## src/hw/rtl/arss_pkg.sv

```systemverilog
// Shared types, field widths, codes and register reset values of the shunt range selector.
package arss_pkg;

    // Defaults of the top-level parameters.
    localparam int NUM_RANGES_DEF  = 6;
    localparam int SAMPLE_BITS_DEF = 16;

    // Fixed field widths of the ports.
    localparam int SAMPLE_W  = 16;
    localparam int SPAN_W    = 16;
    localparam int RANGE_W   = 3;
    localparam int RATIO_W   = 16;
    localparam int DIR_W     = 2;
    localparam int CFG_IDX_W = 2;
    localparam int CFG_DAT_W = 16;

    // Action codes carried by an input beat.
    localparam logic ACT_SAMPLE = 1'b0;
    localparam logic ACT_LOAD   = 1'b1;

    // Direction codes of a result beat.
    localparam logic [DIR_W-1:0] DIR_HELD = 2'd0;
    localparam logic [DIR_W-1:0] DIR_UP   = 2'd1;
    localparam logic [DIR_W-1:0] DIR_DOWN = 2'd2;

    // Configuration register indexes.
    localparam logic [CFG_IDX_W-1:0] CFG_AUTO_ENABLE = 2'd0;
    localparam logic [CFG_IDX_W-1:0] CFG_LOW_RATIO   = 2'd1;
    localparam logic [CFG_IDX_W-1:0] CFG_HIGH_RATIO  = 2'd2;

    // Register reset values (0.15 and 0.85 in Q0.16).
    localparam logic               AUTO_ENABLE_RST = 1'b1;
    localparam logic [RATIO_W-1:0] LOW_RATIO_RST   = 16'd9830;
    localparam logic [RATIO_W-1:0] HIGH_RATIO_RST  = 16'd55706;

    // Per-beat control of one extreme-tracking lane.
    typedef struct packed {
        logic update;
        logic last;
    } lane_ctrl_t;

endpackage

```

## src/hw/rtl/arss_lane.sv

```systemverilog
// One channel lane: running minimum and maximum of a signed sample stream over a buffer.
module arss_lane #(
    parameter int SAMPLE_BITS = arss_pkg::SAMPLE_BITS_DEF
) (
    input  logic                          aclk,
    input  logic                          aresetn,
    input  arss_pkg::lane_ctrl_t          ctrl,
    input  logic signed [SAMPLE_BITS-1:0] sample,
    output logic signed [SAMPLE_BITS-1:0] max_next,
    output logic signed [SAMPLE_BITS-1:0] min_next
);
    import arss_pkg::*;

    logic                          have_first_reg;
    logic                          have_first_next;
    logic signed [SAMPLE_BITS-1:0] max_reg;
    logic signed [SAMPLE_BITS-1:0] min_reg;

    // The first sample of a buffer seeds both extremes.
    always_comb begin
        if (!have_first_reg) begin
            max_next = sample;
            min_next = sample;
        end else begin
            max_next = (sample > max_reg) ? sample : max_reg;
            min_next = (sample < min_reg) ? sample : min_reg;
        end
        have_first_next = have_first_reg;
        if (ctrl.update) begin
            have_first_next = !ctrl.last;
        end
    end

    always_ff @(posedge aclk) begin
        if (!aresetn) begin
            have_first_reg <= 1'b0;
        end else begin
            have_first_reg <= have_first_next;
        end
    end

    always_ff @(posedge aclk) begin
        if (ctrl.update) begin
            max_reg <= max_next;
            min_reg <= min_next;
        end
    end

endmodule

```

## src/hw/rtl/arss_merge.sv

```systemverilog
// Merging pipeline: spans, ratio products, range decision and the result register.
module arss_merge #(
    parameter int NUM_RANGES  = arss_pkg::NUM_RANGES_DEF,
    parameter int SAMPLE_BITS = arss_pkg::SAMPLE_BITS_DEF
) (
    input  logic                                  aclk,
    input  logic                                  aresetn,
    input  logic                                  in_valid,
    output logic                                  in_ready,
    input  logic                                  in_load,
    input  logic [arss_pkg::RANGE_W-1:0]          in_range,
    input  logic signed [SAMPLE_BITS-1:0]         in_max_a,
    input  logic signed [SAMPLE_BITS-1:0]         in_min_a,
    input  logic signed [SAMPLE_BITS-1:0]         in_max_b,
    input  logic signed [SAMPLE_BITS-1:0]         in_min_b,
    input  logic                                  auto_enable,
    input  logic [arss_pkg::RATIO_W-1:0]          low_ratio,
    input  logic [arss_pkg::RATIO_W-1:0]          high_ratio,
    output logic                                  out_valid,
    input  logic                                  out_ready,
    output logic [arss_pkg::RANGE_W-1:0]          out_range,
    output logic [arss_pkg::DIR_W-1:0]            out_dir,
    output logic [arss_pkg::SPAN_W-1:0]           out_larger,
    output logic [arss_pkg::SPAN_W-1:0]           out_smaller
);
    import arss_pkg::*;

    localparam int                 PROD_W    = SAMPLE_BITS + RATIO_W;
    localparam logic [RANGE_W-1:0] RANGE_MAX = RANGE_W'(NUM_RANGES - 1);

    // Stage A: captured extremes.
    logic                          a_valid_reg;
    logic                          a_load_reg;
    logic [RANGE_W-1:0]            a_range_reg;
    logic signed [SAMPLE_BITS-1:0] a_max_a_reg, a_min_a_reg, a_max_b_reg, a_min_b_reg;
    // Stage B: spans of both channels.
    logic                          b_valid_reg;
    logic                          b_load_reg;
    logic [RANGE_W-1:0]            b_range_reg;
    logic [SAMPLE_BITS-1:0]        b_span_a_reg, b_span_b_reg;
    // Stage C: larger and smaller span.
    logic                          c_valid_reg;
    logic                          c_load_reg;
    logic [RANGE_W-1:0]            c_range_reg;
    logic [SAMPLE_BITS-1:0]        c_larger_reg, c_smaller_reg;
    // Stage D: ratio products.
    logic                          d_valid_reg;
    logic                          d_load_reg;
    logic [RANGE_W-1:0]            d_range_reg;
    logic [SAMPLE_BITS-1:0]        d_larger_reg, d_smaller_reg;
    logic [PROD_W-1:0]             d_prod_lo_reg, d_prod_hi_reg;
    // Result stage.
    logic                          out_valid_reg;
    logic [RANGE_W-1:0]            range_reg;
    logic [RANGE_W-1:0]            range_next;
    logic [DIR_W-1:0]              dir_reg, dir_next;
    logic [SPAN_W-1:0]             larger_reg, smaller_reg;
    logic [SPAN_W-1:0]             larger_next, smaller_next;

    logic                          out_free, d_free, c_free, b_free, a_free;
    logic [SAMPLE_BITS:0]          diff_a, diff_b;
    logic [PROD_W-1:0]             scaled;
    logic                          step_up, step_down;
    logic [RANGE_W-1:0]            idx_up;

    // A stage takes a new beat when it is empty or its contents move on.
    assign out_free = !out_valid_reg || out_ready;
    assign d_free   = !d_valid_reg || out_free;
    assign c_free   = !c_valid_reg || d_free;
    assign b_free   = !b_valid_reg || c_free;
    assign a_free   = !a_valid_reg || b_free;
    assign in_ready = a_free;

    assign diff_a = (SAMPLE_BITS + 1)'(a_max_a_reg) - (SAMPLE_BITS + 1)'(a_min_a_reg);
    assign diff_b = (SAMPLE_BITS + 1)'(a_max_b_reg) - (SAMPLE_BITS + 1)'(a_min_b_reg);

    assign scaled = {d_smaller_reg, {RATIO_W{1'b0}}};

    // Step up is applied before step down; both only in auto mode.
    always_comb begin
        step_up   = auto_enable && (d_prod_lo_reg > scaled);
        step_down = auto_enable && (d_prod_hi_reg < scaled);
        idx_up    = (step_up && (range_reg < RANGE_MAX)) ? range_reg + 1'b1 : range_reg;
        if (d_load_reg) begin
            range_next   = d_range_reg;
            dir_next     = DIR_HELD;
            larger_next  = '0;
            smaller_next = '0;
        end else begin
            range_next   = (step_down && (idx_up != '0)) ? idx_up - 1'b1 : idx_up;
            if (range_next > range_reg) begin
                dir_next = DIR_UP;
            end else if (range_next < range_reg) begin
                dir_next = DIR_DOWN;
            end else begin
                dir_next = DIR_HELD;
            end
            larger_next  = SPAN_W'(d_larger_reg);
            smaller_next = SPAN_W'(d_smaller_reg);
        end
    end

    always_ff @(posedge aclk) begin
        if (!aresetn) begin
            a_valid_reg   <= 1'b0;
            b_valid_reg   <= 1'b0;
            c_valid_reg   <= 1'b0;
            d_valid_reg   <= 1'b0;
            out_valid_reg <= 1'b0;
            range_reg     <= '0;
        end else begin
            if (a_free) begin
                a_valid_reg <= in_valid;
            end
            if (b_free) begin
                b_valid_reg <= a_valid_reg;
            end
            if (c_free) begin
                c_valid_reg <= b_valid_reg;
            end
            if (d_free) begin
                d_valid_reg <= c_valid_reg;
            end
            if (out_free) begin
                out_valid_reg <= d_valid_reg;
                if (d_valid_reg) begin
                    range_reg <= range_next;
                end
            end
        end
    end

    always_ff @(posedge aclk) begin
        if (a_free) begin
            a_load_reg  <= in_load;
            a_range_reg <= in_range;
            a_max_a_reg <= in_max_a;
            a_min_a_reg <= in_min_a;
            a_max_b_reg <= in_max_b;
            a_min_b_reg <= in_min_b;
        end
        if (b_free) begin
            b_load_reg   <= a_load_reg;
            b_range_reg  <= a_range_reg;
            b_span_a_reg <= diff_a[SAMPLE_BITS-1:0];
            b_span_b_reg <= diff_b[SAMPLE_BITS-1:0];
        end
        if (c_free) begin
            c_load_reg    <= b_load_reg;
            c_range_reg   <= b_range_reg;
            c_larger_reg  <= (b_span_a_reg > b_span_b_reg) ? b_span_a_reg : b_span_b_reg;
            c_smaller_reg <= (b_span_a_reg < b_span_b_reg) ? b_span_a_reg : b_span_b_reg;
        end
        if (d_free) begin
            d_load_reg    <= c_load_reg;
            d_range_reg   <= c_range_reg;
            d_larger_reg  <= c_larger_reg;
            d_smaller_reg <= c_smaller_reg;
            d_prod_lo_reg <= PROD_W'(c_larger_reg) * PROD_W'(low_ratio);
            d_prod_hi_reg <= PROD_W'(c_larger_reg) * PROD_W'(high_ratio);
        end
        if (out_free && d_valid_reg) begin
            dir_reg     <= dir_next;
            larger_reg  <= larger_next;
            smaller_reg <= smaller_next;
        end
    end

    assign out_valid   = out_valid_reg;
    assign out_range   = range_reg;
    assign out_dir     = dir_reg;
    assign out_larger  = larger_reg;
    assign out_smaller = smaller_reg;

endmodule

```

## src/hw/rtl/auto_range_shunt_selector_core.sv

```systemverilog
// Top level of the auto-ranging shunt selector: lanes, merging pipeline and register file.
//
//  Channel   Direction  Beat carries                                   Handshake
//  s_        in         action, sample_a, sample_b, last_sample,       s_valid / s_ready
//                       range_value
//  m_        out        range_index, direction, span_larger,           m_valid / m_ready
//                       span_smaller
//  cfg_      in         register index, write data                     cfg_valid / cfg_ready
//
// One input beat is taken every clock unless the merging pipeline is full and stalled.
// A result follows the beat that causes it (a last sample pair or a load) through the
// capture, span, select, multiply and decide stages of the merging pipeline.
// Reset (aresetn, synchronous, active low) clears the range index to the smallest
// shunt, empties the pipeline and restores the register defaults.
// When a result waits on m_ready, beats keep being taken until the merging pipeline
// holds five pending results; non-final sample pairs only update the lanes.
module auto_range_shunt_selector_core #(
    parameter int NUM_RANGES  = arss_pkg::NUM_RANGES_DEF,
    parameter int SAMPLE_BITS = arss_pkg::SAMPLE_BITS_DEF
) (
    input  logic                                  aclk,
    input  logic                                  aresetn,
    // Input channel
    input  logic                                  s_valid,
    output logic                                  s_ready,
    input  logic                                  s_action,
    input  logic signed [arss_pkg::SAMPLE_W-1:0]  s_sample_a,
    input  logic signed [arss_pkg::SAMPLE_W-1:0]  s_sample_b,
    input  logic                                  s_last_sample,
    input  logic [arss_pkg::RANGE_W-1:0]          s_range_value,
    // Result channel
    output logic                                  m_valid,
    input  logic                                  m_ready,
    output logic [arss_pkg::RANGE_W-1:0]          m_range_index,
    output logic [arss_pkg::DIR_W-1:0]            m_direction,
    output logic [arss_pkg::SPAN_W-1:0]           m_span_larger,
    output logic [arss_pkg::SPAN_W-1:0]           m_span_smaller,
    // Configuration write channel
    input  logic                                  cfg_valid,
    output logic                                  cfg_ready,
    input  logic [arss_pkg::CFG_IDX_W-1:0]        cfg_index,
    input  logic [arss_pkg::CFG_DAT_W-1:0]        cfg_data
);
    import arss_pkg::*;

    localparam logic [RANGE_W-1:0] RANGE_MAX = RANGE_W'(NUM_RANGES - 1);

    logic                          auto_enable_reg;
    logic [RATIO_W-1:0]            low_ratio_reg;
    logic [RATIO_W-1:0]            high_ratio_reg;

    logic                          s_accept;
    lane_ctrl_t                    lane_ctrl;
    logic signed [SAMPLE_BITS-1:0] sample_a, sample_b;
    logic signed [SAMPLE_BITS-1:0] max_a, min_a, max_b, min_b;
    logic                          token_valid;
    logic [RANGE_W-1:0]            load_range;

    // Register writes are always taken; an index past the list is dropped.
    assign cfg_ready = 1'b1;

    always_ff @(posedge aclk) begin
        if (!aresetn) begin
            auto_enable_reg <= AUTO_ENABLE_RST;
            low_ratio_reg   <= LOW_RATIO_RST;
            high_ratio_reg  <= HIGH_RATIO_RST;
        end else if (cfg_valid && cfg_ready) begin
            unique case (cfg_index)
                CFG_AUTO_ENABLE: auto_enable_reg <= cfg_data[0];
                CFG_LOW_RATIO:   low_ratio_reg   <= cfg_data[RATIO_W-1:0];
                CFG_HIGH_RATIO:  high_ratio_reg  <= cfg_data[RATIO_W-1:0];
                default: ;
            endcase
        end
    end

    // Samples are read as SAMPLE_BITS-bit two's complement from the low bits of
    // their fields; bits above the field read as zero.
    assign sample_a = SAMPLE_BITS'($unsigned(s_sample_a));
    assign sample_b = SAMPLE_BITS'($unsigned(s_sample_b));

    assign s_accept         = s_valid && s_ready;
    assign lane_ctrl.update = s_accept && (s_action == ACT_SAMPLE);
    assign lane_ctrl.last   = s_last_sample;

    arss_lane #(
        .SAMPLE_BITS (SAMPLE_BITS)
    ) u_lane_a (
        .aclk     (aclk),
        .aresetn  (aresetn),
        .ctrl     (lane_ctrl),
        .sample   (sample_a),
        .max_next (max_a),
        .min_next (min_a)
    );

    arss_lane #(
        .SAMPLE_BITS (SAMPLE_BITS)
    ) u_lane_b (
        .aclk     (aclk),
        .aresetn  (aresetn),
        .ctrl     (lane_ctrl),
        .sample   (sample_b),
        .max_next (max_b),
        .min_next (min_b)
    );

    // Only a load or the last pair of a buffer sends a beat into the merging
    // pipeline; the extremes passed on already include that last pair.
    assign token_valid = s_valid && ((s_action == ACT_LOAD) || s_last_sample);

    // A loaded index beyond the top range saturates to the top range.
    assign load_range = (s_range_value > RANGE_MAX) ? RANGE_MAX : s_range_value;

    arss_merge #(
        .NUM_RANGES  (NUM_RANGES),
        .SAMPLE_BITS (SAMPLE_BITS)
    ) u_merge (
        .aclk        (aclk),
        .aresetn     (aresetn),
        .in_valid    (token_valid),
        .in_ready    (s_ready),
        .in_load     (s_action == ACT_LOAD),
        .in_range    (load_range),
        .in_max_a    (max_a),
        .in_min_a    (min_a),
        .in_max_b    (max_b),
        .in_min_b    (min_b),
        .auto_enable (auto_enable_reg),
        .low_ratio   (low_ratio_reg),
        .high_ratio  (high_ratio_reg),
        .out_valid   (m_valid),
        .out_ready   (m_ready),
        .out_range   (m_range_index),
        .out_dir     (m_direction),
        .out_larger  (m_span_larger),
        .out_smaller (m_span_smaller)
    );

`ifndef SYNTH
    // The range index never leaves the configured set of shunts.
    assert property (@(posedge aclk) disable iff (!aresetn)
        m_valid |-> (m_range_index <= RANGE_MAX))
        else $error("range index above top range");

    // With auto mode off the index can only change through a load, which reports held.
    assert property (@(posedge aclk) disable iff (!aresetn)
        (m_valid && !auto_enable_reg) |-> (m_direction == DIR_HELD))
        else $error("range moved with auto mode off");

    // A step up never lands on the smallest shunt.
    assert property (@(posedge aclk) disable iff (!aresetn)
        (m_valid && (m_direction == DIR_UP)) |-> (m_range_index != '0))
        else $error("step up reported at range zero");

    // A step down never lands on the top range.
    assert property (@(posedge aclk) disable iff (!aresetn)
        (m_valid && (m_direction == DIR_DOWN)) |-> (m_range_index != RANGE_MAX))
        else $error("step down reported at top range");
`endif

endmodule

```

## config.mk

```make
export PLATFORM = sky130hd
export DESIGN_NAME = auto_range_shunt_selector_core
export DESIGN_NICKNAME = d
export VERILOG_FILES = /design/src/hw/rtl/arss_pkg.sv /design/src/hw/rtl/arss_lane.sv /design/src/hw/rtl/arss_merge.sv /design/src/hw/rtl/auto_range_shunt_selector_core.sv
export SDC_FILE = /design/constraint.sdc
export NUM_CORES = 2
export LEC_CHECK = 0
export BUFFER_PORTS_ARGS = -buffer_cell sky130_fd_sc_hd__clkbuf_2
export CAP_MARGIN = 20
export CORE_MARGIN = 2
export CORE_UTILIZATION = 65
export CTS_CLUSTER_DIAMETER = 200
export DETAILED_ROUTE_END_ITERATION = 8
export PLACE_DENSITY = 0.88
export SYNTH_ARGS = -nofsm -noshare
export SYNTH_HDL_FRONTEND = slang
export SYNTH_SLANG_ARGS = --single-unit
```

## constraint.sdc

```tcl
create_clock -name aclk -period 8.28 [get_ports aclk]
set_input_delay 1.656 -clock aclk [delete_from_list [all_inputs] [get_ports aclk]]
set_output_delay 1.656 -clock aclk [all_outputs]
set_load 0.02 [all_outputs]
```

Yosys cells after proc, flatten, opt, wreduce, memory -nomap -nowiden
Index checks and enable logic that the tools add are counted.

storage, ports and cells
  memories = 0
  bits in writable memories = 0
  latch bits = 0
  input bits = 60
  word-level logic and storage cells = 101
  ROM bits = 0
  output and inout bits = 40
  register bits = 380

operators by class
  magnitude comparators = 12
  shifts and indexed selects = 0
  bitwise operators = 1
  multiply operators = 2
  divide/modulo/power cells = 0
  equality and inequality tests = 2
  reduce and logical (&&, ||, !) cells = 27
  muxes and demuxes = 15
  add/sub/neg operators = 4

operators by type and width
  kind                                               number
  2-to-1 mux 16 bit                                  10
  multiplier 16 x 16 -> 32 bit                       2
  > comparator 16 bit                                3
  < comparator 16 bit                                3
  > comparator 32 bit                                1
  < comparator 32 bit                                1
  subtractor 16 bit                                  2
  2-to-1 mux 3 bit                                   3
  logical AND 1 bit                                  8
  AND reduction 2 bit                                4
  zero test 1 bit                                    6
  logical OR 1 bit                                   6
  adder 3 x 1 -> 3 bit (second input constant)       1
  > comparator 3 bit                                 1
  > comparator 3 bit (second input constant)         1
  < comparator 3 bit                                 1
  < comparator 3 bit (second input constant)         1
  nonzero test 3 bit                                 1
  subtractor 3 x 1 -> 3 bit (second input constant)  1
  == test 2 x 1 -> 1 bit (second input constant)     1
  == test 2 bit (second input constant)              1
  zero test 2 bit                                    1
  2-to-1 mux 2 bit                                   1
  OR reduction 2 bit                                 1
  other kinds (2)                                    2

Logic depth before layout (Yosys ltp)
  depth after elaboration = 10
  mapped depth = 25
  depth with buffers taken out = 23

Hierarchy
Synthesis repeated with hierarchy kept, for this count alone.

second synthesis, totals
  cell total of the unflattened synthesis = 3,279
  area total of the unflattened synthesis = 34,454.3 µm²

by module, submodules not included
  module                          sequential area each (µm²)  times used  area each (µm²)  cells an instance
  arss_merge                      7,907.6                     1           28,004.4         2,653
  arss_lane                       980.9                       2           2,506.2          235
  auto_range_shunt_selector_core  660.6                       1           1,437.6          156

Least setup slack after synthesis
No wires, ideal clock.

  kind = input to register
  start point = in m_ready
  end point = reg u_lane_a.max_reg[0], enable pin
  data required time = 7.849 ns
  path slack = 1.529 ns
  setup time = 0.431 ns
  data arrival time = 6.320 ns
  path buffers = 0
  stages = 6
  cell sequence = nor2b_1 -> and2_1 -> nand2_1 -> nor2_1 -> nand2_1 -> and3b_1

RTL lines
  what                  line                                  text
  from (decl)           auto_range_shunt_selector_core.sv:33  input logic m_ready,
  to (signal assigned)  arss_lane.sv:44                       max_reg <= max_next;
  to (decl)             arss_lane.sv:16                       logic signed [SAMPLE_BITS-1:0] max_reg;

Final worst setup path
  start point = reg u_merge.c_larger_reg[8]
  end point = reg u_merge.d_prod_hi_reg[31] (data pin)

between the ends
  cells in the longest elaborated chain, start to end = 1

ends and longest elaborated chain
  what                          line               text
  from (decl)                   arss_merge.sv:45   logic [SAMPLE_BITS-1:0] c_larger_reg, c_smaller_reg;
  from (signal assigned)        arss_merge.sv:151  c_larger_reg <= (b_span_a_reg > b_span_b_reg) ? b_span_a_reg : b_span_b_reg;
  multiplier 16 x 16 -> 32 bit  arss_merge.sv:160  d_prod_hi_reg <= PROD_W'(c_larger_reg) * PROD_W'(high_ratio);
  to (signal assigned)          arss_merge.sv:160
  to (decl)                     arss_merge.sv:51   logic [PROD_W-1:0] d_prod_lo_reg, d_prod_hi_reg;

No other way between the ends.
A chain may end at the register's enable or synchronous reset.

==> reports/qor.csv <==
stage;metric;value;unit
synth;Netlist cell types;75;
place;cell count after placement;3843;
sta;Slew @ Worst Pin;1.10;ns
worst_setup_path;Crit. Startpoint;u_merge.c_larger_reg[8];
clocking;CTS resizes;0;
hold_path;type of the tightest min-delay check;reg -> reg;
sta;Slew headroom;26.6;%
clocking;H-tree depth;2;
global_routing;initial antenna violation count;0;
worst_setup_path;Worst setup EP type;flip-flop;
worst_setup_path;Largest stage delay, worst path;1.08;ns
worst_setup_path;Critical Path Source Type;flip-flop;
clocking;CTS tree;yes;
place;gpl congestion;0.963;
sta;Setup TNS;0;ns
routing;WL final;83800;um
global_routing;GRT overflow;0;
floorplanning;area of the core;50400;um^2
worst_setup_path;worst r2r src;u_merge.c_larger_reg[8];
worst_setup_path;crit path kind;reg -> reg;
clocking;clk root buf;clkbuf_16;
sta;clk_skew;0.0498;ns
clocking;Num CTS Buffers;40;
layout;Synth-to-Final Area Change;7.76;%
floorplanning;Initial Utilization;66.2;%
run;Max Cap Viol;0;
clocking;Longest Clk Path Bufs;3;
place;placed inst area;34500;um^2
layout;antenna fix cells;0;
synth;syn_area_per_cell;10.6;um^2
worst_setup_path;FF-to-FF path depth;21;
routing;vias per inst;6.01;
synth;Post-synth ARST share;0;%
worst_setup_path;CP max-delay cell;edfxtp_1;
routing;met3 WL;6440;um
layout;layout cells sized above 1;9.36;%
synth;gate count after technology mapping;3152;
synth;flops & latches, synth;364;
worst_setup_path;worst r2r dst;u_merge.d_prod_hi_reg[31];
outcome;outcome;finished clean;
sta;final hold violation count;0;
routing;WL met2;41900;um
sta;Max Fclk;138;MHz
worst_setup_path;Arrival @ worst endpoint;7.59;ns
floorplanning;Die Span Y;230;um
hold_path;Min-Delay Endpoint;u_merge.d_smaller_reg[14];
floorplanning;Die Width;230;um
worst_setup_path;Critical Path RT;8.61;ns
layout;final instance area;35900;um^2
clocking;Skew-Pair Late Insertion Delay;0.60;ns
layout;max reg flops;32;
sta;final setup violation count;0;
layout;non-filler cells, final;3919;
hold_path;hold path depth;0;
routing;Top Layer Used;met4;
synth;Most used DFF post-synth;edfxtp_1;
hold_path;min-delay src;u_merge.c_smaller_reg[14];
sta;fin crit period;7.26;ns
clocking;Clock Pin Slew Worst Setup and Hold Paths;0.06;ns
floorplanning;num rows;82;
routing;DRT antenna net count;0;
global_routing;global-route wire length before repair;134000;um
routing;DRC;0;
synth;Yosys warning count;0;
clocking;CTS Hold Bufs;0;
routing;1st-pass router iterations;6;
sta;Final period util;87.7;%
global_routing;number of global-route vias before repair;25826;
layout;NumNets Final;4014;
worst_setup_path;Critical Path Most Common Cell;fa_1;
synth;syn nets;3951;
worst_setup_path;crit path max fanout;20;
place;DPL Wire Length;61400;um
worst_setup_path;CP delay by family, top;adder cells;
clocking;clock sink count;364;
synth;Yosys top cell area share;29.0;%
worst_setup_path;Crit path buffers/inverters;5;
worst_setup_path;crit path cell chain;buf_4 > and2_1 > fa_1 > inv_1 > fa_1 > fa_1 > inv_1 > fa_1 > fa_1 > inv_1 > fa_1 > inv_1 > ha_1 > a21oi_1 > o211ai_1 > o21ai_1 > a22oi_2 > a211o_1 > a31o_1 > a21oi_2 > xnor2_1;
synth;post-synthesis sequential area ratio;31.5;%
sta;Final Slew Violations;0;
routing;Met1 Wirelength;29600;um
synth;synth top area cells;edfxtp_1 (29%), fa_1 (23%), ha_1 (13%), inv_1 (6.7%), nand2_1 (4.5%);
synth;Post-synth EDFFs;322;
worst_setup_path;r2r setup slk;1.02;ns
sta;RSZ-0062 raised after global routing;no;
floorplanning;IO Count;100;
global_routing;largest net degree at the start of global routing;85;
routing;1st-iter DRT viols;1933;
global_routing;gr usage total;32.3;%
routing;wire per inst;21.4;um
routing;DR vias;23558;
floorplanning;die area;53100;um^2
clocking;Post-CTS Setup Inserts;0;
synth;synthesized area;33300;um^2
synth;leading area contributor after synthesis;edfxtp_1;
place;Port Buffers;98;
==> cells by family (layout without fill, tap and decap cells) <==
family	after synthesis	after routing	share of synthesized area, %
buffers and inverters	714	809	8.12
DFF	364	364	31.5
muxes	87	87	2.92
xor gates and xnor gates	79	79	2.08
AOI/OAI and AO/OA	301	301	6.16
other	1	1	0.0113
adders and majority gates	739	739	36.5
and+or+nand+nor	867	867	12.7
==> synthesized netlist by cell type (10+ instances only) <==
cell type and count:
inv_1 598, nand2_1 403, fa_1 389, ha_1 350, edfxtp_1 322, and2_1 239, clkbuf_1 109, mux2_2 71
a21oi_1 68, nor2_1 62, xnor2_1 61, o21ai_0 60, dfxtp_1 42, nor2b_1 37, nand3_1 33, a21o_1 32
o21a_1 24, a21boi_0 20, nor3_1 18, xor2_1 18, a211oi_1 14, nand2b_1 13, nand4_1 13, a31oi_1 12
nor4_1 12, mux2_1 10, or3_1 10
==> worst register-to-register path: cells and delay by family (launching register included) <==
family	cells	cell delay [ns]
buffers and inverters	5	0.54
XOR/XNOR	1	0.09
AND/OR/NAND/NOR	1	0.15
flip-flops	1	1.08
adder cells (fa/ha/maj)	7	3.17
AO/OA/AOI/OAI	7	2.00
==> cells in the final DEF (no fill, tap or decap), types with 12 or more instances in the layout <==
cell and instances:
inv_1 597, nand2_1 402, fa_1 389, ha_1 350, edfxtp_1 322, and2_1 239
clkbuf_2 98, mux2_2 71, a21oi_1 68, nor2_1 62, xnor2_1 61, o21ai_0 60
dfxtp_1 42, clkbuf_16 41, nor2b_1 37, buf_4 37, nand3_1 33, a21o_1 32
o21a_1 24, a21boi_0 20, xor2_1 18, nor3_1 18, a211oi_1 14, nand2b_1 13
nand4_1 13, a31oi_1 12, nor4_1 12
==> area by class of cell <==
cell class | instances | area (um^2)
Timing Repair Buffer | 137 | 807
Clock buffer | 51 | 1110
Fill cell | 3194 | 14500
Tap cell | 672 | 841
Multi-Input combinational cell | 2074 | 20100
Inverter | 598 | 2250
Sequential cell | 364 | 10500
Clock inverter | 23 | 279
==> worst max-delay path by stage <==
stage                     cells past startpoint                        end  slack, ns
after global routing                         21  u_merge.d_prod_hi_reg[31]       0.86
after floorplan                               6        u_lane_a.max_reg[0]       1.53
after global placement                       21  u_merge.d_prod_hi_reg[31]       1.36
after detailed placement                     21  u_merge.d_prod_hi_reg[31]       1.23
after CTS                                    21  u_merge.d_prod_hi_reg[31]       1.18
final                                        21  u_merge.d_prod_hi_reg[31]       1.02
==> layer usage <==
layer | GRT usage [%] | vias to the layer above
met5 | 0 | -
met4 | 19.7 | 0
met3 | 5.34 | 373
met2 | 55.9 | 1253
met1 | 37.7 | 11673
li1 | - | 10259
==> metrics by stage <==
stage / utilization, % / setup slack [ns] / hold slack, ns
CTS: 71.2 / 1.18 / 0.419
global placement: 68.5 / 1.36 / 0.402
floorplan: - / 1.53 / 0.400
detailed placement: 68.5 / 1.23 / 0.405
finish: 71.3 / 1.02 / 0.419
global route: 71.3 / 0.855 / 0.424
Power is not shown: default switching activity piles up to over one toggle a cycle in this logic, so the estimate is an artifact.
